==> config.mk <==
export PLATFORM = sky130hd
export DESIGN_NAME = literal_text_replace_stream_flat
export DESIGN_NICKNAME = d
export VERILOG_FILES = /design/src/design/ltrs_pkg.sv /design/src/design/ltrs_stream_if.sv /design/src/design/ltrs_dp.sv /design/src/design/ltrs_ctrl.sv /design/src/design/literal_text_replace_stream.sv /design/src/flat_wrapper.sv
export SDC_FILE = /design/constraint.sdc
export NUM_CORES = 1
export LEC_CHECK = 0
export ABC_AREA = 1
export BUFFER_PORTS_ARGS = -buffer_cell sky130_fd_sc_hd__clkbuf_2
export CAP_MARGIN = 0
export CORE_MARGIN = 5
export CORE_UTILIZATION = 45
export CTS_CLUSTER_SIZE = 14
export DETAILED_ROUTE_END_ITERATION = 10
export PLACE_DENSITY = 0.7
export SYNTH_ARGS = -nofsm -noshare
export SYNTH_HDL_FRONTEND = slang
export SYNTH_SLANG_ARGS = --single-unit
==> constraint.sdc <==
create_clock -name clk_i -period 4.5 [get_ports clk_i]
set_input_delay 0 -clock clk_i [delete_from_list [all_inputs] [get_ports clk_i]]
set_output_delay 0 -clock clk_i [all_outputs]
set_load 0.05 [all_outputs]
==> src/design/ltrs_pkg.sv <==
// Shared types, codes and constants of the literal text replace stream.
package ltrs_pkg;

  localparam int unsigned PAT_STORE = 8;
  localparam int unsigned REP_STORE = 16;
  localparam int unsigned CFG_IDX_W = 3;
  localparam int unsigned CFG_DATA_W = 64;

  localparam logic [CFG_IDX_W-1:0] CFG_STRATEGY    = 3'd0;
  localparam logic [CFG_IDX_W-1:0] CFG_LINE_SELECT = 3'd1;
  localparam logic [CFG_IDX_W-1:0] CFG_PAT_LEN     = 3'd2;
  localparam logic [CFG_IDX_W-1:0] CFG_PAT_BYTES   = 3'd3;
  localparam logic [CFG_IDX_W-1:0] CFG_REP_LEN     = 3'd4;
  localparam logic [CFG_IDX_W-1:0] CFG_REP_LOW     = 3'd5;
  localparam logic [CFG_IDX_W-1:0] CFG_REP_HIGH    = 3'd6;

  localparam logic [1:0] STRAT_LITERAL = 2'd0;
  localparam logic [1:0] STRAT_PREPEND = 2'd1;
  localparam logic [1:0] STRAT_APPEND  = 2'd2;
  localparam logic [1:0] STRAT_ALWAYS  = 2'd3;

  localparam logic [2:0] SEL_ALL          = 3'd0;
  localparam logic [2:0] SEL_FIRST        = 3'd1;
  localparam logic [2:0] SEL_LAST         = 3'd2;
  localparam logic [2:0] SEL_EXCEPT_FIRST = 3'd3;
  localparam logic [2:0] SEL_EXCEPT_LAST  = 3'd4;

  typedef enum logic [2:0] {
    ROUTE_PASS,
    ROUTE_REP_B,
    ROUTE_PEND_B,
    ROUTE_B_REP,
    ROUTE_REP,
    ROUTE_NONE,
    ROUTE_MATCH
  } ltrs_route_e;

  typedef struct packed {
    logic [7:0] data_byte;
    logic       unit_start;
    logic       unit_end;
    logic       is_first;
    logic       is_last;
    logic       is_ending;
  } ltrs_in_t;

  typedef struct packed {
    logic [7:0] out_byte;
    logic       out_last;
  } ltrs_out_t;

  typedef struct packed {
    logic idle;
    logic capture;
    logic emit_b;
    logic emit_rep;
    logic emit_head;
    logic clr_cnt;
    logic finish;
  } ltrs_cmd_t;

  typedef struct packed {
    ltrs_route_e route;
    logic        can_emit;
    logic        cmp_all;
    logic        cnt_full;
    logic        cnt_zero;
    logic        cnt_one;
    logic        rep_last;
    logic        rlen_zero;
    logic        end_item;
  } ltrs_stat_t;

endpackage

==> src/design/ltrs_stream_if.sv <==
// Valid/ready stream channel carrying one payload per transaction.
interface ltrs_stream_if #(
  parameter type T = logic
) ();
  logic valid;
  logic ready;
  T     data;

  modport source (output valid, output data, input ready);
  modport sink (input valid, input data, output ready);
endinterface

==> src/design/ltrs_dp.sv <==
// Datapath: configuration, working copies, pending window, output hold and register.
module ltrs_dp #(
  parameter int unsigned PATTERN_MAX     = ltrs_pkg::PAT_STORE,
  parameter int unsigned REPLACEMENT_MAX = ltrs_pkg::REP_STORE
) (
  input  logic                             clk_i,
  input  logic                             rst_ni,
  input  logic                             cfg_we_i,
  input  logic [ltrs_pkg::CFG_IDX_W-1:0]   cfg_index_i,
  input  logic [ltrs_pkg::CFG_DATA_W-1:0]  cfg_data_i,
  input  ltrs_pkg::ltrs_in_t               in_item_i,
  input  logic                             out_ready_i,
  output logic                             out_valid_o,
  output ltrs_pkg::ltrs_out_t              out_item_o,
  input  ltrs_pkg::ltrs_cmd_t              cmd_i,
  output ltrs_pkg::ltrs_stat_t             stat_o
);

  localparam int unsigned PAT_DEPTH = (PATTERN_MAX < ltrs_pkg::PAT_STORE) ?
                                      PATTERN_MAX : ltrs_pkg::PAT_STORE;
  localparam int unsigned REP_DEPTH = (REPLACEMENT_MAX < ltrs_pkg::REP_STORE) ?
                                      REPLACEMENT_MAX : ltrs_pkg::REP_STORE;
  localparam int unsigned CNT_W = $clog2(PAT_DEPTH + 1);
  localparam int unsigned IDX_W = (PAT_DEPTH > 1) ? $clog2(PAT_DEPTH) : 1;

  // configuration registers
  logic [1:0]  cfg_strat_q;
  logic [2:0]  cfg_lsel_q;
  logic [3:0]  cfg_plen_q;
  logic [63:0] cfg_pat_q;
  logic [4:0]  cfg_rlen_q;
  logic [63:0] cfg_rlo_q;
  logic [63:0] cfg_rhi_q;

  // working copies
  logic [1:0]       w_strat_q;
  logic [CNT_W-1:0] w_plen_q;
  logic [4:0]       w_rlen_q;
  logic [63:0]      w_pat_q;
  logic [127:0]     w_rep_q;

  logic [7:0]       win_q [PAT_DEPTH];
  logic [CNT_W-1:0] cnt_q, cnt_d;
  logic             applies_q;
  logic             tail_q, tail_d;
  logic [3:0]       rep_idx_q;

  logic [7:0] b_q;
  logic       end_q;
  logic       set_tail_q;

  logic       hold_v_q;
  logic [7:0] hold_b_q;
  logic       out_v_q;
  logic [7:0] out_b_q;
  logic       out_last_q;

  logic             sel_applies;
  logic [CNT_W-1:0] plen_c;
  logic [4:0]       rlen_c;
  logic             applies_n;
  logic             tail_n;
  logic [1:0]       strat_n;
  logic [4:0]       rlen_n;
  logic [CNT_W-1:0] cnt_n;
  logic             set_tail;
  ltrs_pkg::ltrs_route_e route;
  logic             out_free;
  logic             can_emit;
  logic             emit;
  logic             flush;
  logic [7:0]       emit_b;
  logic             cmp_all;

  always_comb begin
    unique case (cfg_lsel_q)
      ltrs_pkg::SEL_ALL:          sel_applies = 1'b1;
      ltrs_pkg::SEL_FIRST:        sel_applies = in_item_i.is_first;
      ltrs_pkg::SEL_LAST:         sel_applies = in_item_i.is_last;
      ltrs_pkg::SEL_EXCEPT_FIRST: sel_applies = !in_item_i.is_first;
      ltrs_pkg::SEL_EXCEPT_LAST:  sel_applies = !in_item_i.is_last;
      default:                    sel_applies = 1'b0;
    endcase
  end

  always_comb begin
    if (cfg_plen_q == 4'd0) begin
      plen_c = CNT_W'(1);
    end else if (cfg_plen_q > 4'(PAT_DEPTH)) begin
      plen_c = CNT_W'(PAT_DEPTH);
    end else begin
      plen_c = CNT_W'(cfg_plen_q);
    end
    rlen_c = (cfg_rlen_q > 5'(REP_DEPTH)) ? 5'(REP_DEPTH) : cfg_rlen_q;
  end

  // route of the incoming transaction, with the effects of a unit start applied
  always_comb begin
    applies_n = in_item_i.unit_start ? sel_applies : applies_q;
    tail_n    = in_item_i.unit_start ? 1'b0 : tail_q;
    strat_n   = in_item_i.unit_start ? cfg_strat_q : w_strat_q;
    rlen_n    = in_item_i.unit_start ? rlen_c : w_rlen_q;
    cnt_n     = in_item_i.unit_start ? '0 : cnt_q;
    set_tail  = 1'b0;
    route     = ltrs_pkg::ROUTE_PASS;
    if (!applies_n || tail_n) begin
      route = ltrs_pkg::ROUTE_PASS;
    end else if (strat_n == ltrs_pkg::STRAT_PREPEND) begin
      if (in_item_i.unit_start && rlen_n != 5'd0) begin
        route = ltrs_pkg::ROUTE_REP_B;
      end
    end else if (in_item_i.is_ending) begin
      set_tail = 1'b1;
      if (strat_n == ltrs_pkg::STRAT_LITERAL) begin
        if (cnt_n != '0) begin
          route = ltrs_pkg::ROUTE_PEND_B;
        end
      end else if (rlen_n != 5'd0) begin
        route = ltrs_pkg::ROUTE_REP_B;
      end
    end else if (strat_n == ltrs_pkg::STRAT_LITERAL) begin
      route = ltrs_pkg::ROUTE_MATCH;
    end else if (strat_n == ltrs_pkg::STRAT_APPEND) begin
      if (in_item_i.unit_end && rlen_n != 5'd0) begin
        route = ltrs_pkg::ROUTE_B_REP;
      end
    end else begin
      route = (in_item_i.unit_end && rlen_n != 5'd0) ?
              ltrs_pkg::ROUTE_REP : ltrs_pkg::ROUTE_NONE;
    end
  end

  always_comb begin
    cmp_all = 1'b1;
    for (int i = 0; i < PAT_DEPTH; i++) begin
      if ((CNT_W'(i) < cnt_q) && (win_q[i] != w_pat_q[8*i +: 8])) begin
        cmp_all = 1'b0;
      end
    end
  end

  assign out_free = !out_v_q || out_ready_i;
  assign can_emit = !hold_v_q || out_free;
  assign emit     = cmd_i.emit_b || cmd_i.emit_rep || cmd_i.emit_head;
  assign flush    = cmd_i.idle && hold_v_q && out_free;

  always_comb begin
    if (cmd_i.emit_b) begin
      emit_b = b_q;
    end else if (cmd_i.emit_rep) begin
      emit_b = w_rep_q[8*rep_idx_q +: 8];
    end else begin
      emit_b = win_q[0];
    end
  end

  always_comb begin
    cnt_d  = cnt_q;
    tail_d = tail_q;
    if (cmd_i.capture) begin
      cnt_d  = (route == ltrs_pkg::ROUTE_MATCH) ? cnt_n + CNT_W'(1) : cnt_n;
      tail_d = tail_n;
    end else begin
      if (cmd_i.emit_head) begin
        cnt_d = cnt_q - CNT_W'(1);
      end
      if (cmd_i.clr_cnt) begin
        cnt_d = '0;
      end
      if (cmd_i.finish) begin
        if (end_q) begin
          cnt_d  = '0;
          tail_d = 1'b0;
        end else if (set_tail_q) begin
          tail_d = 1'b1;
        end
      end
    end
  end

  always_ff @(posedge clk_i or negedge rst_ni) begin
    if (!rst_ni) begin
      cfg_strat_q <= ltrs_pkg::STRAT_LITERAL;
      cfg_lsel_q  <= ltrs_pkg::SEL_ALL;
      cfg_plen_q  <= 4'd1;
      cfg_pat_q   <= '0;
      cfg_rlen_q  <= '0;
      cfg_rlo_q   <= '0;
      cfg_rhi_q   <= '0;
    end else if (cfg_we_i) begin
      unique case (cfg_index_i)
        ltrs_pkg::CFG_STRATEGY:    cfg_strat_q <= cfg_data_i[1:0];
        ltrs_pkg::CFG_LINE_SELECT: cfg_lsel_q  <= cfg_data_i[2:0];
        ltrs_pkg::CFG_PAT_LEN:     cfg_plen_q  <= cfg_data_i[3:0];
        ltrs_pkg::CFG_PAT_BYTES:   cfg_pat_q   <= cfg_data_i;
        ltrs_pkg::CFG_REP_LEN:     cfg_rlen_q  <= cfg_data_i[4:0];
        ltrs_pkg::CFG_REP_LOW:     cfg_rlo_q   <= cfg_data_i;
        ltrs_pkg::CFG_REP_HIGH:    cfg_rhi_q   <= cfg_data_i;
        default: ;
      endcase
    end
  end

  always_ff @(posedge clk_i or negedge rst_ni) begin
    if (!rst_ni) begin
      w_strat_q <= ltrs_pkg::STRAT_LITERAL;
      w_plen_q  <= CNT_W'(1);
      w_rlen_q  <= '0;
      cnt_q     <= '0;
      applies_q <= 1'b0;
      tail_q    <= 1'b0;
      hold_v_q  <= 1'b0;
      out_v_q   <= 1'b0;
    end else begin
      cnt_q  <= cnt_d;
      tail_q <= tail_d;
      if (cmd_i.capture && in_item_i.unit_start) begin
        w_strat_q <= cfg_strat_q;
        w_plen_q  <= plen_c;
        w_rlen_q  <= rlen_c;
        applies_q <= sel_applies;
      end
      if (emit) begin
        hold_v_q <= 1'b1;
        if (hold_v_q) begin
          out_v_q <= 1'b1;
        end else if (out_ready_i) begin
          out_v_q <= 1'b0;
        end
      end else if (flush) begin
        hold_v_q <= 1'b0;
        out_v_q  <= 1'b1;
      end else if (out_ready_i) begin
        out_v_q <= 1'b0;
      end
    end
  end

  always_ff @(posedge clk_i) begin
    if (cmd_i.capture) begin
      b_q        <= in_item_i.data_byte;
      end_q      <= in_item_i.unit_end;
      set_tail_q <= set_tail;
      rep_idx_q  <= '0;
      if (in_item_i.unit_start) begin
        w_pat_q <= cfg_pat_q;
        w_rep_q <= {cfg_rhi_q, cfg_rlo_q};
      end
      if (route == ltrs_pkg::ROUTE_MATCH) begin
        win_q[cnt_n[IDX_W-1:0]] <= in_item_i.data_byte;
      end
    end else begin
      if (cmd_i.emit_rep) begin
        rep_idx_q <= rep_idx_q + 4'd1;
      end
      if (cmd_i.emit_head) begin
        for (int i = 0; i < PAT_DEPTH - 1; i++) begin
          win_q[i] <= win_q[i+1];
        end
      end
    end
    if (emit) begin
      hold_b_q <= emit_b;
      if (hold_v_q) begin
        out_b_q    <= hold_b_q;
        out_last_q <= 1'b0;
      end
    end else if (flush) begin
      out_b_q    <= hold_b_q;
      out_last_q <= end_q;
    end
  end

  assign out_valid_o         = out_v_q;
  assign out_item_o.out_byte = out_b_q;
  assign out_item_o.out_last = out_last_q;

  assign stat_o.route     = route;
  assign stat_o.can_emit  = can_emit;
  assign stat_o.cmp_all   = cmp_all;
  assign stat_o.cnt_full  = (cnt_q == w_plen_q);
  assign stat_o.cnt_zero  = (cnt_q == '0);
  assign stat_o.cnt_one   = (cnt_q == CNT_W'(1));
  assign stat_o.rep_last  = (({1'b0, rep_idx_q} + 5'd1) == w_rlen_q);
  assign stat_o.rlen_zero = (w_rlen_q == 5'd0);
  assign stat_o.end_item  = end_q;

  a_cnt_bound: assert property (@(posedge clk_i) disable iff (!rst_ni)
    cnt_q <= w_plen_q)
    else $error("pending count above pattern length");

  a_head_nonempty: assert property (@(posedge clk_i) disable iff (!rst_ni)
    cmd_i.emit_head |-> cnt_q != '0)
    else $error("head emitted from empty window");

  a_rep_range: assert property (@(posedge clk_i) disable iff (!rst_ni)
    cmd_i.emit_rep |-> ({1'b0, rep_idx_q} < w_rlen_q))
    else $error("replacement index out of range");

  a_hold_push: assert property (@(posedge clk_i) disable iff (!rst_ni)
    (emit && hold_v_q) |=> out_v_q && hold_v_q)
    else $error("held byte lost on emit");

endmodule

==> src/design/ltrs_ctrl.sv <==
// Controller: sequences the output bytes of each accepted transaction.
module ltrs_ctrl (
  input  logic                  clk_i,
  input  logic                  rst_ni,
  input  logic                  in_valid_i,
  output logic                  in_ready_o,
  input  ltrs_pkg::ltrs_stat_t  stat_i,
  output ltrs_pkg::ltrs_cmd_t   cmd_o
);

  localparam logic [2:0] S_IDLE      = 3'd0;
  localparam logic [2:0] S_EMIT_B    = 3'd1;
  localparam logic [2:0] S_EMIT_REP  = 3'd2;
  localparam logic [2:0] S_EMIT_PEND = 3'd3;
  localparam logic [2:0] S_MATCH     = 3'd4;
  localparam logic [2:0] S_SKIP      = 3'd5;

  logic [2:0]            state_q, state_d;
  ltrs_pkg::ltrs_route_e route_q, route_d;

  always_comb begin
    cmd_o      = '0;
    state_d    = state_q;
    route_d    = route_q;
    in_ready_o = 1'b0;
    unique case (state_q)
      S_IDLE: begin
        cmd_o.idle = 1'b1;
        in_ready_o = stat_i.can_emit;
        if (in_valid_i && stat_i.can_emit) begin
          cmd_o.capture = 1'b1;
          route_d       = stat_i.route;
          case (stat_i.route) inside
            ltrs_pkg::ROUTE_PASS, ltrs_pkg::ROUTE_B_REP: state_d = S_EMIT_B;
            ltrs_pkg::ROUTE_REP_B, ltrs_pkg::ROUTE_REP:  state_d = S_EMIT_REP;
            ltrs_pkg::ROUTE_PEND_B:                      state_d = S_EMIT_PEND;
            ltrs_pkg::ROUTE_MATCH:                       state_d = S_MATCH;
            default:                                     state_d = S_SKIP;
          endcase
        end
      end
      S_EMIT_B: begin
        if (stat_i.can_emit) begin
          cmd_o.emit_b = 1'b1;
          if (route_q == ltrs_pkg::ROUTE_B_REP) begin
            state_d = S_EMIT_REP;
          end else begin
            cmd_o.finish = 1'b1;
            state_d      = S_IDLE;
          end
        end
      end
      S_EMIT_REP: begin
        if (stat_i.can_emit) begin
          cmd_o.emit_rep = 1'b1;
          if (stat_i.rep_last) begin
            if (route_q == ltrs_pkg::ROUTE_REP_B) begin
              state_d = S_EMIT_B;
            end else begin
              cmd_o.finish = 1'b1;
              state_d      = S_IDLE;
            end
          end
        end
      end
      S_EMIT_PEND: begin
        if (stat_i.can_emit) begin
          cmd_o.emit_head = 1'b1;
          if (stat_i.cnt_one) begin
            if (route_q == ltrs_pkg::ROUTE_PEND_B) begin
              state_d = S_EMIT_B;
            end else begin
              cmd_o.finish = 1'b1;
              state_d      = S_IDLE;
            end
          end
        end
      end
      S_MATCH: begin
        if (stat_i.can_emit) begin
          if (stat_i.cnt_zero) begin
            cmd_o.finish = 1'b1;
            state_d      = S_IDLE;
          end else if (stat_i.cmp_all && stat_i.cnt_full) begin
            cmd_o.clr_cnt = 1'b1;
            if (stat_i.rlen_zero) begin
              cmd_o.finish = 1'b1;
              state_d      = S_IDLE;
            end else begin
              state_d = S_EMIT_REP;
            end
          end else if (stat_i.cmp_all) begin
            if (stat_i.end_item) begin
              state_d = S_EMIT_PEND;
            end else begin
              cmd_o.finish = 1'b1;
              state_d      = S_IDLE;
            end
          end else begin
            cmd_o.emit_head = 1'b1;
          end
        end
      end
      S_SKIP: begin
        cmd_o.finish = 1'b1;
        state_d      = S_IDLE;
      end
      default: begin
        state_d = S_IDLE;
      end
    endcase
  end

  always_ff @(posedge clk_i or negedge rst_ni) begin
    if (!rst_ni) begin
      state_q <= S_IDLE;
      route_q <= ltrs_pkg::ROUTE_PASS;
    end else begin
      state_q <= state_d;
      route_q <= route_d;
    end
  end

  a_capture_idle: assert property (@(posedge clk_i) disable iff (!rst_ni)
    cmd_o.capture |-> state_q == S_IDLE && !cmd_o.finish)
    else $error("capture outside idle");

  a_one_emit: assert property (@(posedge clk_i) disable iff (!rst_ni)
    $countones({cmd_o.emit_b, cmd_o.emit_rep, cmd_o.emit_head}) <= 1)
    else $error("more than one emit command");

  a_finish_idle: assert property (@(posedge clk_i) disable iff (!rst_ni)
    cmd_o.finish |=> state_q == S_IDLE)
    else $error("finish without return to idle");

endmodule

==> src/design/literal_text_replace_stream.sv <==
// Streaming literal find/replace over text units: top level.
//
// Input channel in_i carries one byte of a text unit per transaction with
// unit start/end, first/last line and line-ending flags. Output channel
// out_o carries rewritten bytes; out_last marks the final byte of a unit.
// The configuration port writes register cfg_index_i with cfg_data_i when
// cfg_we_i is high; strategy, pattern and replacement take effect at the
// next unit start.
// A transaction is accepted in the idle state, then its output bytes are
// emitted one by one; literal matching adds window rescan steps, and a
// replacement is emitted byte by byte. The controller emits at most one
// byte per cycle, and only when the hold stage can take it, into a
// one-byte hold stage, which feeds the output register; the hold stage is
// what lets out_last be set on the true final byte of a unit.
// Reset clears the configuration to its defaults and empties the pending
// window and the output. When the receiver stalls, the output register
// and the hold stage fill and the controller waits; input is accepted
// again once the held byte can move.
module literal_text_replace_stream #(
  parameter int unsigned PATTERN_MAX     = ltrs_pkg::PAT_STORE,
  parameter int unsigned REPLACEMENT_MAX = ltrs_pkg::REP_STORE
) (
  input  logic                             clk_i,
  input  logic                             rst_ni,
  input  logic                             cfg_we_i,
  input  logic [ltrs_pkg::CFG_IDX_W-1:0]   cfg_index_i,
  input  logic [ltrs_pkg::CFG_DATA_W-1:0]  cfg_data_i,
  ltrs_stream_if.sink                      in_i,
  ltrs_stream_if.source                    out_o
);

  ltrs_pkg::ltrs_cmd_t  cmd;
  ltrs_pkg::ltrs_stat_t stat;
  logic                 in_ready;
  logic                 out_valid;
  ltrs_pkg::ltrs_out_t  out_item;

  ltrs_ctrl u_ctrl (
    .clk_i      (clk_i),
    .rst_ni     (rst_ni),
    .in_valid_i (in_i.valid),
    .in_ready_o (in_ready),
    .stat_i     (stat),
    .cmd_o      (cmd)
  );

  ltrs_dp #(
    .PATTERN_MAX     (PATTERN_MAX),
    .REPLACEMENT_MAX (REPLACEMENT_MAX)
  ) u_dp (
    .clk_i       (clk_i),
    .rst_ni      (rst_ni),
    .cfg_we_i    (cfg_we_i),
    .cfg_index_i (cfg_index_i),
    .cfg_data_i  (cfg_data_i),
    .in_item_i   (in_i.data),
    .out_ready_i (out_o.ready),
    .out_valid_o (out_valid),
    .out_item_o  (out_item),
    .cmd_i       (cmd),
    .stat_o      (stat)
  );

  assign in_i.ready  = in_ready;
  assign out_o.valid = out_valid;
  assign out_o.data  = out_item;

endmodule

==> src/flat_wrapper.sv <==
// flat-port wrapper written by rule: the top's interface ports become plain ports
module literal_text_replace_stream_flat import ltrs_pkg::*;
#(
  parameter int unsigned PATTERN_MAX     = ltrs_pkg::PAT_STORE,
  parameter int unsigned REPLACEMENT_MAX = ltrs_pkg::REP_STORE
)
  (clk_i, rst_ni, cfg_we_i, cfg_index_i, cfg_data_i, in_i_valid, in_i_data, in_i_ready, out_o_valid, out_o_data, out_o_ready);
  ltrs_stream_if #(.T(ltrs_in_t)) in_i_i ();
  ltrs_stream_if #(.T(ltrs_out_t)) out_o_i ();
  input  logic clk_i;
  input  logic rst_ni;
  input  logic cfg_we_i;
  input  logic [ltrs_pkg::CFG_IDX_W-1:0] cfg_index_i;
  input  logic [ltrs_pkg::CFG_DATA_W-1:0] cfg_data_i;
  input wire logic [$bits(in_i_i.valid)-1:0] in_i_valid;
  input wire logic [$bits(in_i_i.data)-1:0] in_i_data;
  output wire logic [$bits(in_i_i.ready)-1:0] in_i_ready;
  output wire logic [$bits(out_o_i.valid)-1:0] out_o_valid;
  output wire logic [$bits(out_o_i.data)-1:0] out_o_data;
  input wire logic [$bits(out_o_i.ready)-1:0] out_o_ready;
  assign in_i_i.valid = in_i_valid;
  assign in_i_i.data = in_i_data;
  assign in_i_ready = in_i_i.ready;
  assign out_o_valid = out_o_i.valid;
  assign out_o_data = out_o_i.data;
  assign out_o_i.ready = out_o_ready;
  literal_text_replace_stream #(.PATTERN_MAX(PATTERN_MAX), .REPLACEMENT_MAX(REPLACEMENT_MAX)) u_core (.clk_i(clk_i), .rst_ni(rst_ni), .cfg_we_i(cfg_we_i), .cfg_index_i(cfg_index_i), .cfg_data_i(cfg_data_i), .in_i(in_i_i), .out_o(out_o_i));
endmodule
==> summary.md <==
• slew of the pin with the lowest slew margin: 1000 ps
• met1 track demand over resource in global routing: 28.4%
• antenna violations before repair: 0
• Layout Area Growth over Synthesis: 17.3%
• hold slack final: 180 ps
• ports placed on the boundary: 96
• status: finished clean
• number of instances resized during post-cts repair: 0
• Total Power Consumption: 13.9 mW
• met2 Resource Use GR: 32.9%
• clock tree root driver cell: sky130_fd_sc_hd__clkbuf_16
• final worst path period need: 3520 ps
• capture instance of the worst register-to-register path: u_core.u_dp.win_q[1][3]
• Combinational Power Share: 21.7%
• number of nets at the end of the flow: 2206
• total global-route track usage: 20.3%
• net count of the mapped netlist: 2037
• most heavily used metal layer in global routing: met2
• Commonest cells post-synth: sky130_fd_sc_hd__nand2_1, sky130_fd_sc_hd__o21ai_0, sky130_fd_sc_hd__edfxtp_1
• Critical R2R Launch: u_core.u_dp.w_pat_q[10]
• R2R cell count: 17
• pin count of the biggest net entering global routing: 124
• final number of hold-violating endpoints: 0
• number of library cell types mapped by synthesis: 49
• Arrival @ worst endpoint: 3730 ps
• register bit count reported by yosys: 518
• class of the tightest hold or removal check: in2reg
• final design area excluding fillers: 0.0246 mm²
• total number of H-tree levels: 2
• least setup slack across all paths after layout: 980 ps
• Yosys warning total: 0
• number of enable flip-flop cells after synthesis: 283
• via count of the first global-routing pass: 14218
• post-route antenna net violation count: 0
• post-place instance area: 0.0221 mm²
• post-detailed-route via-to-cell ratio: 5.21
• # diodes: 0
• clock latency on the worst-skew pair: 590 ps
• maximum buffer depth of the clock tree: 3
• share of power burned in the clock network: 29.8%
• maximum vdd drop: 0.492 mV
• Syn Inst Count: 1945
• clock tree sinks: 518
• core area: 0.0464 mm²
• final worst path period share: 78.2%
• number of remaining DRC errors: 0
• first-pass GRT wire length: 80.3 mm
• routed wire length: 51.5 mm
• number of max-slew violations in the final report: 0
• switching share of power: 31.7%
• top-area cell type share of the netlist area: 40.5%
• f_max: 284 MHz
• kind of end point of the critical path: register
• critical path type: reg2reg
• largest driver fanout on the critical path: 41
• critical path startpoint category: register
• most numerous cell in the Yosys netlist: sky130_fd_sc_hd__nand2_1
• predominant post-synthesis flop cell: sky130_fd_sc_hd__edfxtp_1
• Global Route met3 Usage: 2.73%
• crit path to: u_core.u_dp.win_q[1][3]
• data required time at the worst endpoint: 4710 ps
• total of buffers placed on input and output ports: 95
• placed wire-length estimate after detailed placement: 34.8 mm
• Leakage Power: 10.6 nW
• Wirelength per Cell: 18.7 µm
• residual overflow from global routing: 0
• Finish-stage setup viols: 0
• worst rel slew slack: 33.1%
• unrepaired setup endpoints after global routing: false
• Fin Setup TNS: 0 ps
• Reg power frac: 48.4%
• cell taking the most area after synthesis: sky130_fd_sc_hd__edfxtp_1
• clock buffer count from CTS: 50
• flop-to-flop setup slack: 980 ps
• Setup Slack @ Placement: 1010 ps
• Mapped Area: 0.0210 mm²
• max-cap check violation count: 0
• final weighted congestion in routability-driven placement: 0.912
• Die Ht: 226 µm
• Starting DRT DRC Count: 1513
• Post-Route Skew: 15.1 ps
• Setup Buffers After CTS: 0
• Initial DRT Pass Iterations: 6
• starting utilization of the core area: 45.3%
• PwrDens: 563 mW/mm²
• worst setup path start: u_core.u_dp.w_pat_q[10]
• layout cells sized above 1: 10.8%
• die outline area: 0.0511 mm²
• Internal Pwr Total: 9.46 mW
• die width: 226 µm
• FFs w/ async S/R, synth: 44.6%
• clock-pin slew on the worst setup and hold paths: 60 ps
• fraction of the yosys area taken by sequential cells: 68.4%
• DR vias: 14393
• top post-synthesis cells by area: sky130_fd_sc_hd__edfxtp_1, sky130_fd_sc_hd__dfrtp_1, sky130_fd_sc_hd__nand2_1
• syn avg cell area: 10.8 µm²
• CTS tree: built
• cell row count: 79
• power spent charging and discharging nets: 4.40 mW
[flip-flops by register name, indices dropped and copies added, names as in the netlist, 5 cells and up]
name and flops:
u_core.u_dp.cfg_pat_q 64, u_core.u_dp.hold_b_q 8, u_core.u_dp.w_rep_q 128, u_core.u_dp.out_b_q 8, u_core.u_dp.w_pat_q 64, u_core.u_dp.cfg_rlen_q 5, u_core.u_dp.w_rlen_q 5, u_core.u_dp.b_q 8
u_core.u_dp.cfg_rhi_q 64, u_core.u_dp.cfg_rlo_q 64, u_core.u_dp.win_q 64
[area by class of cell]
| cell class | instances | area [µm²] |
|---|---|---|
| sequential | 518 | 14400 |
| multi-input combinational | 1164 | 5650 |
| inverter | 180 | 676 |
| clock buffer | 75 | 1470 |
| clock inverter | 18 | 160 |
| fill | 3964 | 21700 |
| timing repair buffer | 200 | 1540 |
| tap | 607 | 759 |
[stage by stage]
| step | utilization, % | instances |
|---|---|---|
| 2_1_floorplan | - | 1945 |
| 3_3_place_gp | 47.7 | 2580 |
| 3_5_place_dp | 47.7 | 2580 |
| 4_1_cts | 53.1 | 2762 |
| 5_1_grt | 53.1 | 2762 |
| 6_report | 53.1 | 2762 |
[power groups by stage]
stage	Combinational [mW]	Sequential [mW]	Clock, mW
after floorplan	1.97	6.69	0
after global placement	2.87	6.76	0
after detailed placement	2.93	6.79	0
after CTS	3.02	6.71	4.21
after global routing	3.35	6.80	4.40
final	3.01	6.71	4.13
[placed cells by master, fill, tap and decap left out, drive strengths merged]
| master | instances |
|---|---|
| nor2 | 168 |
| dlygate4sd3 | 88 |
| xor2 | 24 |
| clkinv | 12 |
| clkinvlp | 3 |
| a22o | 2 |
| nand4 | 12 |
| a21oi | 19 |
| mux2i | 12 |
| and2 | 1 |
| bufinv | 2 |
| dfxtp | 4 |
| dfrtp | 229 |
| or2 | 2 |
| o32ai | 20 |
| a31o | 2 |
| nor3 | 3 |
| a211oi | 2 |
| inv | 181 |
| nand2 | 487 |
| edfxtp | 283 |
| o21bai | 1 |
| xnor2 | 25 |
| ha | 7 |
| a31oi | 2 |
| nand3 | 38 |
| o31ai | 1 |
| o21ai | 310 |
| o221ai | 13 |
| o22ai | 6 |
| and3 | 1 |
| o2111ai | 1 |
| buf | 18 |
| o211ai | 3 |
| dfstp | 2 |
| clkbuf | 169 |
| nor4 | 2 |
[logic make-up (layout without fill, tap and decap cells)]
| family | Yosys count | after routing | synth area share, % |
|---|---|---|---|
| multiplexers | 12 | 12 | 0.572 |
| AO/OA/AOI/OAI | 382 | 382 | 10.0 |
| flip-flops | 518 | 518 | 68.4 |
| adder cells (fa/ha/maj) | 7 | 7 | 0.417 |
| XOR/XNOR | 49 | 49 | 2.04 |
| AND/OR/NAND/NOR | 714 | 714 | 13.7 |
| buffers and inverters | 263 | 473 | 4.88 |
[repair_timing]
item,4_1_cts,5_1_grt
endpoints found under the hold margin,424,0
endpoints found under the setup margin,0,0
hold buffers,89,0
[critical path, cell delays in order (launching register included)]
cell and delay [ps]:
sky130_fd_sc_hd__edfxtp_1 470, sky130_fd_sc_hd__inv_1 90, sky130_fd_sc_hd__nand2_1 50, sky130_fd_sc_hd__nand2_1 80, sky130_fd_sc_hd__nor2_1 50, sky130_fd_sc_hd__nand2_1 60
sky130_fd_sc_hd__nor2_1 70, sky130_fd_sc_hd__nand2_1 110, sky130_fd_sc_hd__nand2_1 80, sky130_fd_sc_hd__nor2_2 130, sky130_fd_sc_hd__nor2_4 50, sky130_fd_sc_hd__nand2_1 80
sky130_fd_sc_hd__nand2_2 60, sky130_fd_sc_hd__nand2_2 80, sky130_fd_sc_hd__nand2_4 240, sky130_fd_sc_hd__inv_2 610, sky130_fd_sc_hd__a31oi_2 140, sky130_fd_sc_hd__a21oi_1 680
[per-layer routing]
layer	share of wire [%]	vias to the layer above
li1	-	6845
met1	43	6959
met2	47	498
met3	6.2	91
met4	3.7	0
met5	0	-
[how the worst min path moves through the flow]
stage,start,end,slack (ps),cells past startpoint
floorplan,rst_ni,u_core.u_ctrl.route_q[0],-300,0
global placement,rst_ni,u_core.u_dp.cfg_strat_q[0],-100,1
detailed placement,rst_ni,u_core.u_dp.cfg_lsel_q[0],-100,1
CTS,in_i_data[3],u_core.u_dp.end_q,160,2
global route,in_i_data[3],u_core.u_dp.end_q,170,2
finish,in_i_data[3],u_core.u_dp.end_q,180,2
Power figures use the tool's default switching activity.
